### config.mk
export PLATFORM = sky130hd
export DESIGN_NAME = length_prefixed_packet_deframer_flat
export DESIGN_NICKNAME = d
export VERILOG_FILES = /design/src/rtl/lppd_pkg.sv /design/src/rtl/lppd_if.sv /design/src/rtl/lppd_front.sv /design/src/rtl/lppd_queue.sv /design/src/rtl/lppd_back.sv /design/src/rtl/length_prefixed_packet_deframer.sv /design/src/flat_wrapper.sv
export SDC_FILE = /design/constraint.sdc
export NUM_CORES = 1
export LEC_CHECK = 0
export ABC_AREA = 1
export BUFFER_PORTS_ARGS = -buffer_cell sky130_fd_sc_hd__buf_2
export CORE_MARGIN = 8
export CORE_UTILIZATION = 31
export CTS_CLUSTER_SIZE = 14
export DETAILED_ROUTE_END_ITERATION = 12
export PLACE_DENSITY = 0.58
export SLEW_MARGIN = 20
export SYNTH_ARGS = -nofsm -noshare
export SYNTH_HDL_FRONTEND = slang
export SYNTH_HIERARCHICAL = 1
export SYNTH_SLANG_ARGS = --single-unit
### constraint.sdc
create_clock -name clk -period 23 [get_ports clk]
set_clock_uncertainty 0.05 [all_clocks]
set_input_delay 3.45 -clock clk [delete_from_list [all_inputs] [get_ports clk]]
set_output_delay 3.45 -clock clk [all_outputs]
set_load 0.02 [all_outputs]
### src/rtl/lppd_pkg.sv
// ----------------------------------------------------------------------------
// lppd_pkg
// Shared types and constants of the length-prefixed packet deframer.
// ----------------------------------------------------------------------------
package lppd_pkg;

  // Configuration register indexes
  localparam int CFG_IDX_W = 4;
  localparam logic [CFG_IDX_W-1:0] CFG_HEADER_LEN     = 4'd0;
  localparam logic [CFG_IDX_W-1:0] CFG_MAX_PACKET_LEN = 4'd1;
  localparam int CFG_DATA_W = 16;

  // Register reset values
  localparam logic [3:0]  HEADER_LEN_RESET = 4'd5;
  localparam logic [15:0] MAX_LEN_RESET    = 16'd4096;

  // Usable header length range
  localparam logic [3:0] HDR_MIN = 4'd4;
  localparam logic [3:0] HDR_MAX = 4'd8;

  // Header byte positions
  localparam logic [3:0] HB_LEN_LO = 4'd0;
  localparam logic [3:0] HB_LEN_HI = 4'd1;
  localparam logic [3:0] HB_ID_LO  = 4'd2;
  localparam logic [3:0] HB_ID_HI  = 4'd3;

  // Result status codes
  localparam logic [1:0] ST_OK       = 2'd0;
  localparam logic [1:0] ST_SHORT    = 2'd1;
  localparam logic [1:0] ST_OVERSIZE = 2'd2;

  // Queue between front and back
  localparam int QUEUE_DEPTH = 4;
  localparam int QPTR_W      = 2;

  typedef struct packed {
    logic [15:0] id;
    logic [15:0] length;
    logic [7:0]  data;
    logic [15:0] offset;
    logic        has_payload;
    logic        first;
    logic        last;
    logic [1:0]  status;
  } lppd_cmd_t;

  typedef struct packed {
    logic      push;
    lppd_cmd_t cmd;
  } lppd_qwr_t;

  typedef struct packed {
    logic full;
    logic empty;
  } lppd_qstat_t;

endpackage

### src/rtl/lppd_if.sv
// ----------------------------------------------------------------------------
// lppd_if
// Channel interfaces: input bytes, results and configuration writes.
// ----------------------------------------------------------------------------
interface lppd_in_if;
  logic       valid;
  logic       ready;
  logic [7:0] rx_byte;
  logic       flush;

  modport source (output valid, output rx_byte, output flush, input ready);
  modport sink   (input valid, input rx_byte, input flush, output ready);
endinterface

interface lppd_out_if;
  logic        valid;
  logic        ready;
  logic [15:0] packet_id;
  logic [15:0] packet_length;
  logic [7:0]  data_byte;
  logic [15:0] payload_offset;
  logic        has_payload;
  logic        first_of_packet;
  logic        last_of_packet;
  logic [1:0]  status;

  modport source (output valid, output packet_id, output packet_length, output data_byte,
                  output payload_offset, output has_payload, output first_of_packet,
                  output last_of_packet, output status, input ready);
  modport sink   (input valid, input packet_id, input packet_length, input data_byte,
                  input payload_offset, input has_payload, input first_of_packet,
                  input last_of_packet, input status, output ready);
endinterface

interface lppd_cfg_if;
  logic        valid;
  logic        ready;
  logic [3:0]  index;
  logic [15:0] data;

  modport source (output valid, output index, output data, input ready);
  modport sink   (input valid, input index, input data, output ready);
endinterface

### src/rtl/lppd_front.sv
// ----------------------------------------------------------------------------
// lppd_front
// Header parser: takes bytes, tracks packet state, queues result commands.
// ----------------------------------------------------------------------------
module lppd_front #(
  parameter int LENGTH_BITS = 16
) (
  input  logic                clk,
  input  logic                rst_n,
  lppd_in_if.sink             in_if,
  lppd_cfg_if.sink            cfg_if,
  input  lppd_pkg::lppd_qstat_t qstat,
  output lppd_pkg::lppd_qwr_t   qwr
);
  import lppd_pkg::*;

  localparam int LW = LENGTH_BITS;

  logic [3:0]    hdr_len_r;
  logic [15:0]   max_len_r;
  logic [3:0]    hc_r,   hc_nxt;
  logic [LW-1:0] len_r,  len_nxt;
  logic [15:0]   id_r,   id_nxt;
  logic [LW-1:0] pc_r,   pc_nxt;
  logic [LW-1:0] size_r, size_nxt;
  logic          pay_r,  pay_nxt;
  logic          drop_r, drop_nxt;

  logic [3:0]    hlen;
  logic [3:0]    hc_inc;
  logic          take;
  logic [LW-1:0] len_new;
  logic [15:0]   id_new;
  logic [LW-1:0] size_calc;
  logic          is_short;
  logic          is_over;
  logic [LW:0]   pc_inc;
  logic          pay_last;

  assign take         = in_if.valid && in_if.ready;
  assign in_if.ready  = !qstat.full;
  assign cfg_if.ready = 1'b1;

  always_comb begin
    if (hdr_len_r < HDR_MIN) begin
      hlen = HDR_MIN;
    end else if (hdr_len_r > HDR_MAX) begin
      hlen = HDR_MAX;
    end else begin
      hlen = hdr_len_r;
    end
  end

  always_comb begin
    len_new = len_r;
    id_new  = id_r;
    case (hc_r)
      HB_LEN_LO: begin
        len_new = LW'(32'(in_if.rx_byte));
        id_new  = 16'd0;
      end
      HB_LEN_HI: len_new = LW'(32'(len_r) | (32'(in_if.rx_byte) << 8));
      HB_ID_LO:  id_new  = {8'd0, in_if.rx_byte};
      HB_ID_HI:  id_new  = id_r | {in_if.rx_byte, 8'd0};
      default:   ;
    endcase
  end

  assign hc_inc    = hc_r + 4'd1;
  assign size_calc = len_new - LW'(hlen);
  assign is_short  = 32'(len_new) < 32'(hlen);
  assign is_over   = 32'(len_new) > 32'(max_len_r);
  assign pc_inc    = {1'b0, pc_r} + {{LW{1'b0}}, 1'b1};
  assign pay_last  = pc_inc >= {1'b0, size_r};

  always_comb begin
    hc_nxt   = hc_r;
    len_nxt  = len_r;
    id_nxt   = id_r;
    pc_nxt   = pc_r;
    size_nxt = size_r;
    pay_nxt  = pay_r;
    drop_nxt = drop_r;

    qwr.push            = 1'b0;
    qwr.cmd.id          = id_new;
    qwr.cmd.length      = 16'(32'(len_new));
    qwr.cmd.data        = in_if.rx_byte;
    qwr.cmd.offset      = 16'(32'(pc_r));
    qwr.cmd.has_payload = 1'b0;
    qwr.cmd.first       = pc_r == '0;
    qwr.cmd.last        = pay_last;
    qwr.cmd.status      = ST_OK;

    if (take) begin
      if (in_if.flush) begin
        // drop the partial packet
        hc_nxt   = '0;
        len_nxt  = '0;
        id_nxt   = '0;
        pc_nxt   = '0;
        size_nxt = '0;
        pay_nxt  = 1'b0;
        drop_nxt = 1'b0;
      end else if (!pay_r) begin
        len_nxt = len_new;
        id_nxt  = id_new;
        if (hc_inc < hlen) begin
          hc_nxt = hc_inc;
        end else begin
          hc_nxt = '0;
          pc_nxt = '0;
          if (is_short) begin
            qwr.push       = 1'b1;
            qwr.cmd.status = ST_SHORT;
            size_nxt       = '0;
          end else if (is_over) begin
            qwr.push       = 1'b1;
            qwr.cmd.status = ST_OVERSIZE;
            size_nxt       = size_calc;
            pay_nxt        = size_calc != '0;
            drop_nxt       = size_calc != '0;
          end else if (size_calc == '0) begin
            qwr.push = 1'b1;
            size_nxt = '0;
          end else begin
            size_nxt = size_calc;
            pay_nxt  = 1'b1;
            drop_nxt = 1'b0;
          end
        end
      end else begin
        // payload byte: pass through unless skipping an oversize packet
        qwr.cmd.id          = id_r;
        qwr.cmd.length      = 16'(32'(len_r));
        qwr.cmd.has_payload = 1'b1;
        qwr.push            = !drop_r;
        if (pay_last) begin
          pc_nxt   = '0;
          size_nxt = '0;
          pay_nxt  = 1'b0;
          drop_nxt = 1'b0;
        end else begin
          pc_nxt = pc_inc[LW-1:0];
        end
      end
    end
  end

  always_ff @(posedge clk) begin
    if (!rst_n) begin
      hdr_len_r <= HEADER_LEN_RESET;
      max_len_r <= MAX_LEN_RESET;
    end else if (cfg_if.valid && cfg_if.ready) begin
      case (cfg_if.index)
        CFG_HEADER_LEN:     hdr_len_r <= cfg_if.data[3:0];
        CFG_MAX_PACKET_LEN: max_len_r <= cfg_if.data[15:0];
        default:            ;
      endcase
    end
  end

  always_ff @(posedge clk) begin
    if (!rst_n) begin
      hc_r   <= '0;
      len_r  <= '0;
      id_r   <= '0;
      pc_r   <= '0;
      size_r <= '0;
      pay_r  <= 1'b0;
      drop_r <= 1'b0;
    end else begin
      hc_r   <= hc_nxt;
      len_r  <= len_nxt;
      id_r   <= id_nxt;
      pc_r   <= pc_nxt;
      size_r <= size_nxt;
      pay_r  <= pay_nxt;
      drop_r <= drop_nxt;
    end
  end

endmodule

### src/rtl/lppd_queue.sv
// ----------------------------------------------------------------------------
// lppd_queue
// Short FIFO of result commands between the parser and the output stage.
// ----------------------------------------------------------------------------
module lppd_queue (
  input  logic                  clk,
  input  logic                  rst_n,
  input  lppd_pkg::lppd_qwr_t   qwr,
  input  logic                  pop,
  output lppd_pkg::lppd_qstat_t qstat,
  output lppd_pkg::lppd_cmd_t   rd_cmd
);
  import lppd_pkg::*;

  lppd_cmd_t         slot_r [QUEUE_DEPTH];
  logic [QPTR_W-1:0] wr_ptr_r, wr_ptr_nxt;
  logic [QPTR_W-1:0] rd_ptr_r, rd_ptr_nxt;
  logic [QPTR_W:0]   count_r,  count_nxt;

  assign qstat.full  = count_r == (QPTR_W+1)'(QUEUE_DEPTH);
  assign qstat.empty = count_r == '0;
  assign rd_cmd      = slot_r[rd_ptr_r];

  always_comb begin
    wr_ptr_nxt = wr_ptr_r + QPTR_W'(qwr.push);
    rd_ptr_nxt = rd_ptr_r + QPTR_W'(pop);
    count_nxt  = count_r + (QPTR_W+1)'(qwr.push) - (QPTR_W+1)'(pop);
  end

  always_ff @(posedge clk) begin
    if (qwr.push) begin
      slot_r[wr_ptr_r] <= qwr.cmd;
    end
  end

  always_ff @(posedge clk) begin
    if (!rst_n) begin
      wr_ptr_r <= '0;
      rd_ptr_r <= '0;
      count_r  <= '0;
    end else begin
      wr_ptr_r <= wr_ptr_nxt;
      rd_ptr_r <= rd_ptr_nxt;
      count_r  <= count_nxt;
    end
  end

endmodule

### src/rtl/lppd_back.sv
// ----------------------------------------------------------------------------
// lppd_back
// Output stage: pops commands, formats result fields, holds them on stall.
// ----------------------------------------------------------------------------
module lppd_back (
  input  logic                  clk,
  input  logic                  rst_n,
  input  lppd_pkg::lppd_qstat_t qstat,
  input  lppd_pkg::lppd_cmd_t   rd_cmd,
  output logic                  pop,
  lppd_out_if.source            out_if
);
  import lppd_pkg::*;

  logic      out_valid_r, out_valid_nxt;
  lppd_cmd_t out_cmd_r,   out_cmd_nxt;

  assign pop = !qstat.empty && (!out_valid_r || out_if.ready);

  always_comb begin
    out_cmd_nxt   = out_cmd_r;
    out_valid_nxt = out_valid_r && !out_if.ready;
    if (pop) begin
      out_valid_nxt = 1'b1;
      out_cmd_nxt   = rd_cmd;
      // header-only result: blank payload fields, mark as whole packet
      if (!rd_cmd.has_payload) begin
        out_cmd_nxt.data   = 8'd0;
        out_cmd_nxt.offset = 16'd0;
        out_cmd_nxt.first  = 1'b1;
        out_cmd_nxt.last   = 1'b1;
      end
    end
  end

  always_ff @(posedge clk) begin
    out_cmd_r <= out_cmd_nxt;
  end

  always_ff @(posedge clk) begin
    if (!rst_n) begin
      out_valid_r <= 1'b0;
    end else begin
      out_valid_r <= out_valid_nxt;
    end
  end

  assign out_if.valid           = out_valid_r;
  assign out_if.packet_id       = out_cmd_r.id;
  assign out_if.packet_length   = out_cmd_r.length;
  assign out_if.data_byte       = out_cmd_r.data;
  assign out_if.payload_offset  = out_cmd_r.offset;
  assign out_if.has_payload     = out_cmd_r.has_payload;
  assign out_if.first_of_packet = out_cmd_r.first;
  assign out_if.last_of_packet  = out_cmd_r.last;
  assign out_if.status          = out_cmd_r.status;

endmodule

### src/rtl/length_prefixed_packet_deframer.sv
// ----------------------------------------------------------------------------
// length_prefixed_packet_deframer
// Cuts a received byte stream into length-prefixed packets, tagging each
// payload byte with id, length, offset, first/last flags and status.
//
// Usage:
//   in_if  : one stream byte per transaction, or a flush (byte ignored)
//            that drops any partial packet and produces nothing.
//   out_if : one result per payload byte; one header-only result for empty,
//            short (status 1) or oversize (status 2) packets. Oversize
//            payload is skipped silently.
//   cfg_if : index 0 header_len (clamped to 4..8), index 1 max_packet_len.
//            Always ready; write only while the block is idle.
// Timing: one byte per cycle while the command queue is not full. A result is
//   queued at the edge that takes its byte and reaches out_if through the
//   output register. The header/payload counter and compare set the rate.
// Stall: a 4-deep command queue and the output register absorb receiver
//   stalls; in_if.ready drops only when the queue is full.
// Reset: synchronous, active low; registers return to header_len 5 and
//   max_packet_len 4096, the parser waits for a header, queue empties.
// ----------------------------------------------------------------------------
module length_prefixed_packet_deframer #(
  parameter int LENGTH_BITS = 16
) (
  input  logic        clk,
  input  logic        rst_n,
  lppd_in_if.sink     in_if,
  lppd_out_if.source  out_if,
  lppd_cfg_if.sink    cfg_if
);
  import lppd_pkg::*;

  lppd_qwr_t   qwr;
  lppd_qstat_t qstat;
  lppd_cmd_t   rd_cmd;
  logic        pop;

  // front: parse headers, count payload, queue result commands
  lppd_front #(
    .LENGTH_BITS (LENGTH_BITS)
  ) u_front (
    .clk    (clk),
    .rst_n  (rst_n),
    .in_if  (in_if),
    .cfg_if (cfg_if),
    .qstat  (qstat),
    .qwr    (qwr)
  );

  // queue: decouple parser from receiver back-pressure
  lppd_queue u_queue (
    .clk    (clk),
    .rst_n  (rst_n),
    .qwr    (qwr),
    .pop    (pop),
    .qstat  (qstat),
    .rd_cmd (rd_cmd)
  );

  // back: format and hold results for the receiver
  lppd_back u_back (
    .clk    (clk),
    .rst_n  (rst_n),
    .qstat  (qstat),
    .rd_cmd (rd_cmd),
    .pop    (pop),
    .out_if (out_if)
  );

endmodule

### src/flat_wrapper.sv
// flat-port wrapper written by rule: the top's interface ports become plain ports
module length_prefixed_packet_deframer_flat import lppd_pkg::*;
#(
  parameter int LENGTH_BITS = 16
)
  (clk, rst_n, in_if_valid, in_if_rx_byte, in_if_flush, in_if_ready, out_if_valid, out_if_packet_id, out_if_packet_length, out_if_data_byte, out_if_payload_offset, out_if_has_payload, out_if_first_of_packet, out_if_last_of_packet, out_if_status, out_if_ready, cfg_if_valid, cfg_if_index, cfg_if_data, cfg_if_ready);
  lppd_in_if in_if_i ();
  lppd_out_if out_if_i ();
  lppd_cfg_if cfg_if_i ();
  input  logic clk;
  input  logic rst_n;
  input wire logic [$bits(in_if_i.valid)-1:0] in_if_valid;
  input wire logic [$bits(in_if_i.rx_byte)-1:0] in_if_rx_byte;
  input wire logic [$bits(in_if_i.flush)-1:0] in_if_flush;
  output wire logic [$bits(in_if_i.ready)-1:0] in_if_ready;
  output wire logic [$bits(out_if_i.valid)-1:0] out_if_valid;
  output wire logic [$bits(out_if_i.packet_id)-1:0] out_if_packet_id;
  output wire logic [$bits(out_if_i.packet_length)-1:0] out_if_packet_length;
  output wire logic [$bits(out_if_i.data_byte)-1:0] out_if_data_byte;
  output wire logic [$bits(out_if_i.payload_offset)-1:0] out_if_payload_offset;
  output wire logic [$bits(out_if_i.has_payload)-1:0] out_if_has_payload;
  output wire logic [$bits(out_if_i.first_of_packet)-1:0] out_if_first_of_packet;
  output wire logic [$bits(out_if_i.last_of_packet)-1:0] out_if_last_of_packet;
  output wire logic [$bits(out_if_i.status)-1:0] out_if_status;
  input wire logic [$bits(out_if_i.ready)-1:0] out_if_ready;
  input wire logic [$bits(cfg_if_i.valid)-1:0] cfg_if_valid;
  input wire logic [$bits(cfg_if_i.index)-1:0] cfg_if_index;
  input wire logic [$bits(cfg_if_i.data)-1:0] cfg_if_data;
  output wire logic [$bits(cfg_if_i.ready)-1:0] cfg_if_ready;
  assign in_if_i.valid = in_if_valid;
  assign in_if_i.rx_byte = in_if_rx_byte;
  assign in_if_i.flush = in_if_flush;
  assign in_if_ready = in_if_i.ready;
  assign out_if_valid = out_if_i.valid;
  assign out_if_packet_id = out_if_i.packet_id;
  assign out_if_packet_length = out_if_i.packet_length;
  assign out_if_data_byte = out_if_i.data_byte;
  assign out_if_payload_offset = out_if_i.payload_offset;
  assign out_if_has_payload = out_if_i.has_payload;
  assign out_if_first_of_packet = out_if_i.first_of_packet;
  assign out_if_last_of_packet = out_if_i.last_of_packet;
  assign out_if_status = out_if_i.status;
  assign out_if_i.ready = out_if_ready;
  assign cfg_if_i.valid = cfg_if_valid;
  assign cfg_if_i.index = cfg_if_index;
  assign cfg_if_i.data = cfg_if_data;
  assign cfg_if_ready = cfg_if_i.ready;
  length_prefixed_packet_deframer #(.LENGTH_BITS(LENGTH_BITS)) u_core (.clk(clk), .rst_n(rst_n), .in_if(in_if_i), .out_if(out_if_i), .cfg_if(cfg_if_i));
endmodule
==> run metrics, run 1 <==
nets@finish 1987; crit path kind in -> reg; CP endpoint kind register; DR iter-0 viols between 800 and 900; Avg Inst Size Synth ~10 um^2; Num CTS Buffers 42; Synth warnings 6; share of cells above drive strength 1 0.146; die area 68100 um^2; worst path buffer plus inverter count 6; Final setup viols 0; Design Power around 0.0021 W; largest net degree at the start of global routing between 100 and 150; maximum clock frequency ~130 MHz; Site Rows 90; Synthesized Nets 1917; mapped cell area 18600 um^2; reg2reg end u_core/u_queue/slot_r[2][16]; post-synth top area share 0.492; Critical Path Start in_if_rx_byte[1]; I/O Buffers 96; setup slack after layout between 15 and 20 ns; family with the most delay on the worst path simple AND/OR/NAND/NOR gates; Die Wd 261 um; crit path cell chain buf_2 -> inv_1 -> o22ai_1 -> ha_1 -> inv_1 -> o21bai_1 -> nand2_1 -> nand2_1 -> nand2_1 -> nand3_1 -> nand2_1 -> nand2_1 -> nor2_1 -> nand2_1 -> nor2_1 -> inv_1 -> nor2_2 -> nor3_1 -> o21ai_1 -> inv_1 -> nor3_2 -> buf_4; CTS tree yes; clock latency on the worst-skew pair between 0.5 and 0.6 ns; initial antenna violation count 2; pre-CTS setup slack about 15 ns; Max clock buf depth 3; cell taking the most area after synthesis edfxtp_1; GRT Util Overall 0.126; drt total wl approximately 44 mm; max cap viols 0; Mapped Cells approximately 1800; slew margin rel. 0.308; Reg2Reg Setup Slack around 17 ns; First-pass DRT Iterations 5; PD cells about 100 nW/um^2; routed len/inst around 16 um; EDFF count, synth around 300; fin crit share 0.334; Synth cell types 44; CP Data Required Time 23.13 ns; root buf cell clkbuf_16; top cells by area, synth edfxtp_1 (49%), dfxtp_1 (11%), nand2_1 (8.0%); worst reg-to-reg path cell count 24; Fin. Hold Viols 0; Critical Path Source Type primary input; most used cell, CP nand2_1; post-route DRC violation count 0; # clock sinks just over 400; sequential share of the synthesized area 0.598; RSZ-0062 raised after global routing false; core box area around 60000 um^2; Largest stage delay, worst path 0.76 ns; routed vias 12600; Worst VDD drop ~0.058 mV; CP Data Arrival Time between 7 and 8 ns; Final HPWL DP roughly 30 mm; Commonest cells post-synth nand2_1 (397), edfxtp_1 (305), inv_1 (302); LEAKAGE between 8 and 9 nW; WHS Endpoint u_core/u_front/id_r[2]; Initial Utilization 0.311; worst slew pin tran between 1 and 1.5 ns; mean number of vias per cell 4.62; Worst Hold Class reg -> reg; Max Fanout on Critical Path 53; Antenna Nets Post-Route 0; vias in the first global route approximately 12000; maximum level of the CTS H-tree 2; Final Max Tran Viols 0; Clk pin slew, worst setup/hold paths about 0.06 ns; Crit Reg-Reg Startpoint u_core/u_front/hc_r[0]; HP Start u_core/u_front/id_r[2]; total gr overflow 0; cts repair resizes 0; status finished clean; ys async rst share 0; Final min period approximately 7.7 ns; count leader, synth nand2_1; WHS Path Cells 2; Synth Register Bits roughly 400; first-pass GRT wire length around 68 mm; Setup Fix Bufs, Post-CTS 0; io pins slightly below 100; Slowest-stage cell, CP buf_4; die height about 260 um; Hold Buf Count CTS 0; Fin Setup TNS 0 ns; gpl congestion between 0.8 and 0.9; Top FF cell, synth edfxtp_1; P&R area growth vs syn 12.8%
registers in the layout, indices dropped and copies added, names as in the netlist, 3 cells and up:
signal and cells:
u_core/u_front/hc_r 4, u_core/u_back/out_if.packet_id 16, u_core/u_front/len_r 16, u_core/u_back/out_if.packet_length 16, u_core/u_front/id_r 16, u_core/u_back/out_if.payload_offset 16
u_core/u_front/hdr_len_r 4, u_core/u_queue/slot_r 244, u_core/u_front/pc_r 16, u_core/u_front/size_r 16, u_core/u_back/out_if.data_byte 8, u_core/u_front/max_len_r 16
u_core/u_queue/count_r 3
cell usage in the layout (no fill, tap or decap), drive strengths merged, types with 16 or more instances in the layout:
master / n
nand2: 412
inv: 308
edfxtp: 305
a21oi: 135
o21ai: 134
buf: 112
dfxtp: 98
nor2: 83
nand3: 64
o211ai: 64
clkbuf: 60
ha: 46
nand4: 22
a211oi: 16
layer usage:
| layer | routed length (um) | global-route usage | vias up |
|---|---|---|---|
| li1 | - | - | 6270 |
| met1 | 19400 | 0.162 | 5966 |
| met2 | 20800 | 0.215 | 250 |
| met3 | 2140 | 0.0236 | 71 |
| met4 | 1130 | 0.0384 | 2 |
| met5 | 13 | 0 | - |
stage by stage:
step | util | area, um^2 | instances | hold WS, ns
2_1_floorplan | - | 18600 | 1835 | 0.380
3_3_place_gp | 0.328 | 19700 | 2641 | 0.401
3_5_place_dp | 0.328 | 19700 | 2641 | 0.406
4_1_cts | 0.350 | 20900 | 2717 | 0.415
5_1_grt | 0.350 | 21000 | 2719 | 0.436
6_report | 0.350 | 21000 | 2720 | 0.415
worst min-delay path: cells and delay by family (launching register included):
kind / cells / cell delay [ns]
AND/OR/NAND/NOR: 1 / 0.06
flip-flops: 1 / 0.31
AO/OA/AOI/OAI: 1 / 0.05
worst max path at each step:
| stage | cells past startpoint | end | slack [ns] |
|---|---|---|---|
| after floorplan | 20 | u_core/u_queue/slot_r[0][0] | 12.77 |
| final | 22 | u_core/u_queue/slot_r[2][16] | 15.32 |
| after global placement | 22 | u_core/u_queue/slot_r[2][13] | 14.74 |
| after CTS | 22 | u_core/u_queue/slot_r[2][22] | 15.28 |
| after global routing | 22 | u_core/u_queue/slot_r[2][22] | 14.86 |
| after detailed placement | 22 | u_core/u_queue/slot_r[2][13] | 14.68 |
where the power goes:
part           internal (W)  switching [W]  leakage, nW
Clock              0.000366       0.000273        0.636
Combinational      0.000157       0.000368         3.91
Sequential         0.000887      0.0000560         3.74
Total               0.00141       0.000697         8.28
cells by family (layout without fill, tap and decap cells):
group,count (synthesis),after routing,synth area share
other cells,1,2,0.000201
simple gates,598,598,0.137
compound gates,377,377,0.133
xor+xnor,14,14,0.00659
fa+ha+maj,48,48,0.0331
buf+inv,394,496,0.0926
flops,403,403,0.598
layout make-up:
| type | count | area [um^2] |
|---|---|---|
| Antenna cell | 1 | 2.50 |
| Clock buffer | 60 | 1170 |
| Clock inverter | 16 | 120 |
| Fill cell | 5994 | 38900 |
| Inverter | 308 | 1160 |
| Multi-Input combinational cell | 1038 | 5800 |
| Sequential cell | 403 | 11100 |
| Tap cell | 782 | 978 |
| Timing Repair Buffer | 112 | 624 |
(Power assumes the default switching activity.)
==> run 2, diff against run 1 <==
--- a/config.mk
+++ b/config.mk
@@ -11,7 +11,7 @@
 export CORE_UTILIZATION = 31
 export CTS_CLUSTER_SIZE = 14
 export DETAILED_ROUTE_END_ITERATION = 12
-export PLACE_DENSITY = 0.58
+export PLACE_DENSITY = 0.6
 export SLEW_MARGIN = 20
 export SYNTH_ARGS = -nofsm -noshare
 export SYNTH_HDL_FRONTEND = slang
==> constraint.sdc (replaced) <==
create_clock -name clk -period 6.6 [get_ports clk]
set_clock_uncertainty 0.05 [all_clocks]
set_input_delay 0.99 -clock clk [delete_from_list [all_inputs] [get_ports clk]]
set_output_delay 0.99 -clock clk [all_outputs]
set_load 0.02 [all_outputs]
==> run 2 against run 1 <==
  * Sequential share of layout area down 0.25 points
  * Final area grew 0.48%
  * Sequential cell count stayed put
  * Combinational power grew to 3.5 times the previous value
  * Routed wire length shrank 0.15%
  * Clock power increased to 3.7 times the previous value
  * Critical path depth is 2 higher
  * Cell count rose by 0.15%
  * Count of clock-buffer cells in the layout is 3 higher
  * Register-to-register slack worse by 16 ns
  * First-iteration DRC count fell by 13%
  * Non-clock buffer count rose by 2
  * Critical endpoint is now u_core/u_queue/slot_r[1][36]
==> run metrics, run 2 (synthesis results as in run 1) <==
status finished clean; Worst VDD drop 0.220 mV (+280%); # diodes 0 (-1); slew margin rel. 0.265 (-0.0432); PD cells 354 nW/um^2 (+250%); Setup Fix Bufs, Post-CTS 0 (unchanged); Max Fanout on Critical Path 39 (-26%); Reg2Reg Setup Slack 1.72 ns (-15.58 ns); HP Start u_core/u_front/hdr_len_r[0]; worst reg-to-reg path cell count 24 (unchanged); Fin. Hold Viols 0 (unchanged); worst slew pin tran 1.10 ns (+0.0660 ns); Initial Utilization 0.311 (unchanged); Seq pwr share 0.439 (-0.008); clock latency on the worst-skew pair 0.56 ns (about the same); Sw Share 0.328 (-0.00325); Design Power 0.00746 W (+250%); routed vias 12600 (+0.41%); most common cell after layout, fill and taps aside nand2_1; Site Rows 90 (unchanged); CP endpoint kind register; gpl congestion 0.889 (+3.5%); nets@finish 1990 (+0.15%); Hold Buf Count CTS 0 (unchanged); P&R area growth vs syn 13.3%; Final Cell Area 21100 um^2 (+0.48%); RSZ-0062 raised after global routing false; total gr overflow 0 (unchanged); reg2reg end u_core/u_queue/slot_r[1][36]; Logic pwr share 0.247 (-0.002); CTS tree yes; # clock sinks 403 (unchanged); WHS Endpoint u_core/u_front/hdr_len_r[0]; GRT Util Overall 0.127 (+0.000342); Critical Path Source Type register; Biggest register u_core/u_queue/slot_r; die height 261 um (unchanged); largest net degree at the start of global routing 101 (-0.98%); Antenna Nets Post-Route 0 (unchanged); fin crit share 0.739; DR iter-0 viols 776 (-13%); WHS Path Cells 2 (unchanged); io pins 98 (unchanged); initial antenna violation count 3 (+1); routed len/inst 16.0 um (-0.29%); crit path kind reg -> reg; Num CTS Buffers 43 (+2.4%); Largest register FFs 244 (unchanged); drt total wl 43.5 mm (-0.15%); Worst Hold Class reg -> reg; die area 68100 um^2 (unchanged); Die Wd 261 um (unchanged); Final HPWL DP 29.3 mm (+0.11%); cts repair resizes 0 (unchanged); Final setup viols 0 (unchanged); core box area 59900 um^2 (unchanged); DP Area 19700 um^2 (+0.14%); First-pass DRT Iterations 5 (unchanged); root buf cell clkbuf_16; CP Data Required Time 6.74 ns (-16.39 ns); mean number of vias per cell 4.63 (+0.26%); I/O Buffers 96 (unchanged); Max clock buf depth 3 (unchanged); max cap viols 0 (unchanged); switching power 0.00244 W (+250%); clock share of power 0.314 (+0.011); share of cells above drive strength 1 0.146 (about the same); Clk pin slew, worst setup/hold paths 0.06 ns (about the same); Crit Reg-Reg Startpoint u_core/u_front/hc_r[0]; vias in the first global route 12100 (-0.50%); Fillers 5939 (-0.92%); post-route DRC violation count 0 (unchanged); Final Max Tran Viols 0 (unchanged); first-pass GRT wire length 68.1 mm (+0.32%); Int Power 0.00502 W (+260%); Final min period about 4.9 ns; Critical Path Start u_core/u_front/hc_r[0]; maximum level of the CTS H-tree 2 (unchanged); maximum clock frequency 205 MHz; most used cells in the layout excluding fill and tap cells nand2_1 (397), edfxtp_1 (305), inv_1 (302); CP Data Arrival Time 5.02 ns (-2.79 ns); LEAKAGE 8.32 nW (+0.39%)
-- run 2: per-stage QoR --
| stage | cells | hold slack, ns | util | TNS, ns | setup WS, ns |
|---|---|---|---|---|---|
| global placement | 2643 | 0.400 | 0.328 | 0 | 1.64 |
| detailed placement | 2643 | 0.394 | 0.328 | 0 | 1.58 |
| global route | 2724 | 0.435 | 0.352 | 0 | 1.28 |
| floorplan | 1835 | 0.380 | - | -285.52 | -1.17 |
| finish | 2724 | 0.407 | 0.352 | 0 | 1.72 |
| CTS | 2722 | 0.409 | 0.351 | 0 | 1.76 |
-- run 2: how the worst max path moves through the flow --
stage,to,depth (start not counted),slack [ns]
6_report,u_core/u_queue/slot_r[1][36],24,1.72
5_1_grt,u_core/u_queue/slot_r[2][16],24,1.28
4_1_cts,u_core/u_queue/slot_r[2][16],24,1.76
3_5_place_dp,u_core/u_queue/slot_r[2][49],22,1.58
3_3_place_gp,u_core/u_queue/slot_r[2][50],22,1.64
2_1_floorplan,u_core/u_queue/slot_r[0][0],20,-1.17
-- run 2: critical path: stages, from the launching register on --
cell	delay, ns
dfxtp_1	0.40
inv_1	0.12
ha_1	0.31
nand3_4	0.19
inv_1	0.12
o22ai_1	0.58
ha_1	0.35
inv_1	0.05
o21bai_1	0.05
nand2_1	0.08
nand2_1	0.10
nand2_1	0.08
nand2_1	0.09
nor2_1	0.15
nand2_1	0.07
nor2_1	0.10
nand2_1	0.07
nor2_2	0.12
nand2_1	0.10
nor2_2	0.11
nor3_1	0.06
o21ai_1	0.25
inv_1	0.17
nor3_2	0.16
buf_4	0.52
-- run 2: per-layer routing --
metal | share of wire | global-route usage | wire (um) | up-vias
li1 | - | - | - | 6285
met1 | 0.44 | 0.163 | 19100 | 5958
met2 | 0.48 | 0.213 | 20900 | 285
met3 | 0.054 | 0.0245 | 2330 | 78
met4 | 0.026 | 0.0408 | 1150 | 4
met5 | 0.00041 | 0 | 18 | -
-- run 2: final cells by class --
type	count	area, um^2	area share
Clock inverter	16	176	0.00837
Multi-Input combinational cell	1038	5800	0.275
Timing Repair Buffer	114	652	0.0309
Sequential cell	403	11100	0.528
Tap cell	782	978	0.0464
Clock buffer	63	1190	0.0566
Inverter	308	1160	0.0548
-- run 2: power groups by stage --
| stage | registers (W) | logic, W | clock network [W] |
|---|---|---|---|
| after global placement | 0.00333 | 0.00184 | 0 |
| after global routing | 0.00332 | 0.00206 | 0.00252 |
| after detailed placement | 0.00333 | 0.00187 | 0 |
| after floorplan | 0.00350 | 0.00123 | 0 |
| final | 0.00327 | 0.00185 | 0.00234 |
| after CTS | 0.00328 | 0.00188 | 0.00242 |
==> run 3, diff against run 2 <==
--- a/config.mk
+++ b/config.mk
@@ -5,7 +5,7 @@
 export SDC_FILE = /design/constraint.sdc
 export NUM_CORES = 1
 export LEC_CHECK = 0
-export ABC_AREA = 1
+export ABC_AREA = 0
 export BUFFER_PORTS_ARGS = -buffer_cell sky130_fd_sc_hd__buf_2
 export CORE_MARGIN = 8
 export CORE_UTILIZATION = 31
==> constraint.sdc (replaced) <==
create_clock -name clk -period 4.33 [get_ports clk]
set_clock_uncertainty 0.05 [all_clocks]
set_input_delay 0.6495 -clock clk [delete_from_list [all_inputs] [get_ports clk]]
set_output_delay 0.6495 -clock clk [all_outputs]
set_load 0.02 [all_outputs]
==> run 3 against run 2 <==
  * Sequential power rose by 49%
  * Area after synthesis fell by 8.8%
  * Total power rose by 45%
  * Final area fell by 0.91%
  * Critical path depth fell by 5
  * Count of clock-buffer cells in the layout fell by 13
  * Die area fell by 8.3%
  * Critical path type unchanged
  * Highest routed layer unchanged
==> run metrics, run 3 <==
status finished clean; I/O Buffers 96 (unchanged); post-synth top area share 0.540 (+0.0476); First-pass DRT Iterations 6 (+1); Largest register FFs 244 (unchanged); CP Data Arrival Time 4.52 ns (-0.50 ns); maximum level of the CTS H-tree 2 (unchanged); RSZ-0062 raised after global routing true; CP Data Required Time 4.56 ns (-2.18 ns); Initial Utilization 0.314 (+0.00345); cell taking the most area after synthesis edfxtp_1; Hold Buf Count CTS 0 (unchanged); first-pass GRT wire length 61.8 mm (-9.3%); nets@finish 1436 (-28%); gpl congestion 0.912 (+2.5%); Synthesized Nets 1234 (-36%); Cells after DPL 1973 (-25%); Commonest cells post-synth edfxtp_1 (305), nor2_1 (115), dfxtp_1 (98); Biggest register u_core/u_queue/slot_r; Worst VDD drop 0.300 mV (+37%); GRT met2 Usage 0.202 (-0.0112); Final Cell Area 20900 um^2 (-0.91%); die area 62500 um^2 (-8.3%); most used cells in the layout excluding fill and tap cells edfxtp_1 (305), nor2_1 (114), buf_2 (96); clock latency on the worst-skew pair 0.58 ns (+0.02 ns); DP Area 18800 um^2 (-4.5%); LEAKAGE 7.58 nW (-8.8%); ys async rst share 0 (unchanged); worst path buffer plus inverter count 5 (unchanged); setup slack after layout 0.0377 ns (-1.68 ns); PD cells 518 nW/um^2 (+46%); max cap viols 0 (unchanged); Fin Setup TNS 0 ns (unchanged); core box area 54000 um^2 (-9.8%); maximum clock frequency 233 MHz (+14%); GRT Util Overall 0.126 (-0.000234); Layout Cells excl Fill 2084 (-23%); P&R area growth vs syn 23.1%; Final Core Density 0.387 (+0.0347); Top Usage Layer GRT met2; Mapped Cells 1152 (-37%); post-route DRC violation count 0 (unchanged); root buf cell clkbuf_16; mapped cell area 17000 um^2 (-8.8%); pre-CTS setup slack -0.222 ns (-1.80 ns); io pins 98 (unchanged); most common cell after layout, fill and taps aside edfxtp_1; Final Max Tran Viols 0 (unchanged); count leader, synth edfxtp_1; CP endpoint kind register; Synth cell types 73 (+66%); vias in the first global route 10300 (-15%); initial antenna violation count 3 (unchanged); Avg Inst Size Synth 14.7 um^2 (+45%); share of cells above drive strength 1 0.296 (+0.150); Fin. Hold Viols 0 (unchanged); Synth warnings 6 (unchanged); Final setup viols 0 (unchanged); M3 GR Usage 0.0298 (+0.00536); Site Rows 85 (-5.6%); Final HPWL DP 27.7 mm (-5.5%); Antenna Nets Post-Route 0 (unchanged); Clk pin slew, worst setup/hold paths 0.06 ns (about the same); drt total wl 42.4 mm (-2.4%); # clock sinks 403 (unchanged); Largest stage delay, worst path 0.54 ns (-0.04 ns); Worst Hold Class in -> reg; sequential share of the synthesized area 0.655 (+0.0578); Critical Path Source Type register; Die Wd 250 um (-4.2%); crit path kind reg -> reg; Synth Register Bits 403 (unchanged); crit path cell chain inv_2 -> ha_4 -> or4b_4 -> a22oi_2 -> inv_2 -> ha_4 -> nor2b_1 -> o31ai_1 -> a211oi_2 -> or4_4 -> xnor2_4 -> nor4_4 -> o21ai_2 -> o21ai_2 -> buf_6 -> nand2_2 -> nor2_4 -> buf_12 -> clkbuf_16; Max Fanout on Critical Path 11 (-72%); fin crit share 0.991 (+0.252); met1 usage 0.172 (+0.00954); worst slew pin tran 0.903 ns (-0.196 ns); top cells by area, synth edfxtp_1 (54%), dfxtp_1 (12%), mux4_2 (8.0%); Num CTS Buffers 43 (unchanged); largest net degree at the start of global routing 63 (-38%); die height 250 um (-4.2%); Fillers 5021 (-15%); family with the most delay on the worst path simple AND/OR/NAND/NOR gates; mean number of vias per cell 4.94 (+6.7%); routed vias 10300 (-18%); DR iter-0 viols 829 (+6.8%); slew margin rel. 0.396 (+0.131); Max clock buf depth 3 (unchanged); Slowest-stage cell, CP or4b_4; EDFF count, synth 305 (unchanged); total gr overflow 0 (unchanged); CTS tree yes; Top FF cell, synth edfxtp_1; routed len/inst 20.4 um (+28%); Final min period 4.29 ns (-0.587 ns)
-- run 3: kinds of logic (layout without fill, tap and decap cells) --
family          after synthesis  count (layout)  synth area share
compound gates              159             159            0.0658
xor+xnor                     48              48            0.0260
fa+ha+maj                    49              49            0.0369
buf+inv                     113             348            0.0356
flops                       403             403             0.655
mux                          81              81            0.0930
other cells                   1               2          0.000221
simple gates                298             298            0.0872
-- run 3: path summary, 6_finish.rpt --
check                                             start                            to  slack (ns)  cells after the start
worst max register to register   u_core/u_front/hc_r[1]  u_core/u_queue/slot_r[2][59]        0.04                     19
worst min-delay path                    cfg_if_data[12]  u_core/u_front/max_len_r[12]        0.25                      3
worst max-delay path             u_core/u_front/hc_r[1]  u_core/u_queue/slot_r[2][59]        0.04                     19
worst min register to register  u_core/u_front/id_r[10]       u_core/u_front/id_r[10]        0.43                      2
-- run 3: layer usage --
metal	vias to the layer above	share of wire
li1	4734	-
met1	5183	0.45
met2	323	0.47
met3	50	0.067
met4	2	0.016
met5	-	0.00028
-- run 3: tightest hold or removal path, cell delays in order --
cell and delay, ns:
buf_2 0.09, mux2i_1 0.06, nand2_1 0.06
-- run 3: final cells by class --
class	count	area [um^2]	share of cell area
clock buffers	50	1110	0.0532
diodes	1	2.50	0.000120
well taps	696	871	0.0417
multi-input cells	636	5440	0.260
repair buffers	217	1930	0.0923
flip-flops and latches	403	11100	0.533
inverters	53	201	0.00964
clock inverters	28	211	0.0101
-- run 3: metrics by stage --
stage               hold slack (ns)  power, W
finish                        0.252    0.0108
CTS                           0.216    0.0110
global route                  0.222    0.0113
floorplan                     0.386   0.00663
global placement              0.400   0.00740
detailed placement            0.414   0.00744
-- run 3: timing repair --
action                     CTS  global route
cloned                       1            18
buffers inserted             3            10
setup endpoints to repair  203           252
gates resized for setup     12            24
pin swaps                    6             5
-- run 3: where the power goes --
group	internal, W	switching, W
combinational	0.00102	0.00144
sequential	0.00467	0.000209
clock	0.00193	0.00156
total	0.00762	0.00321
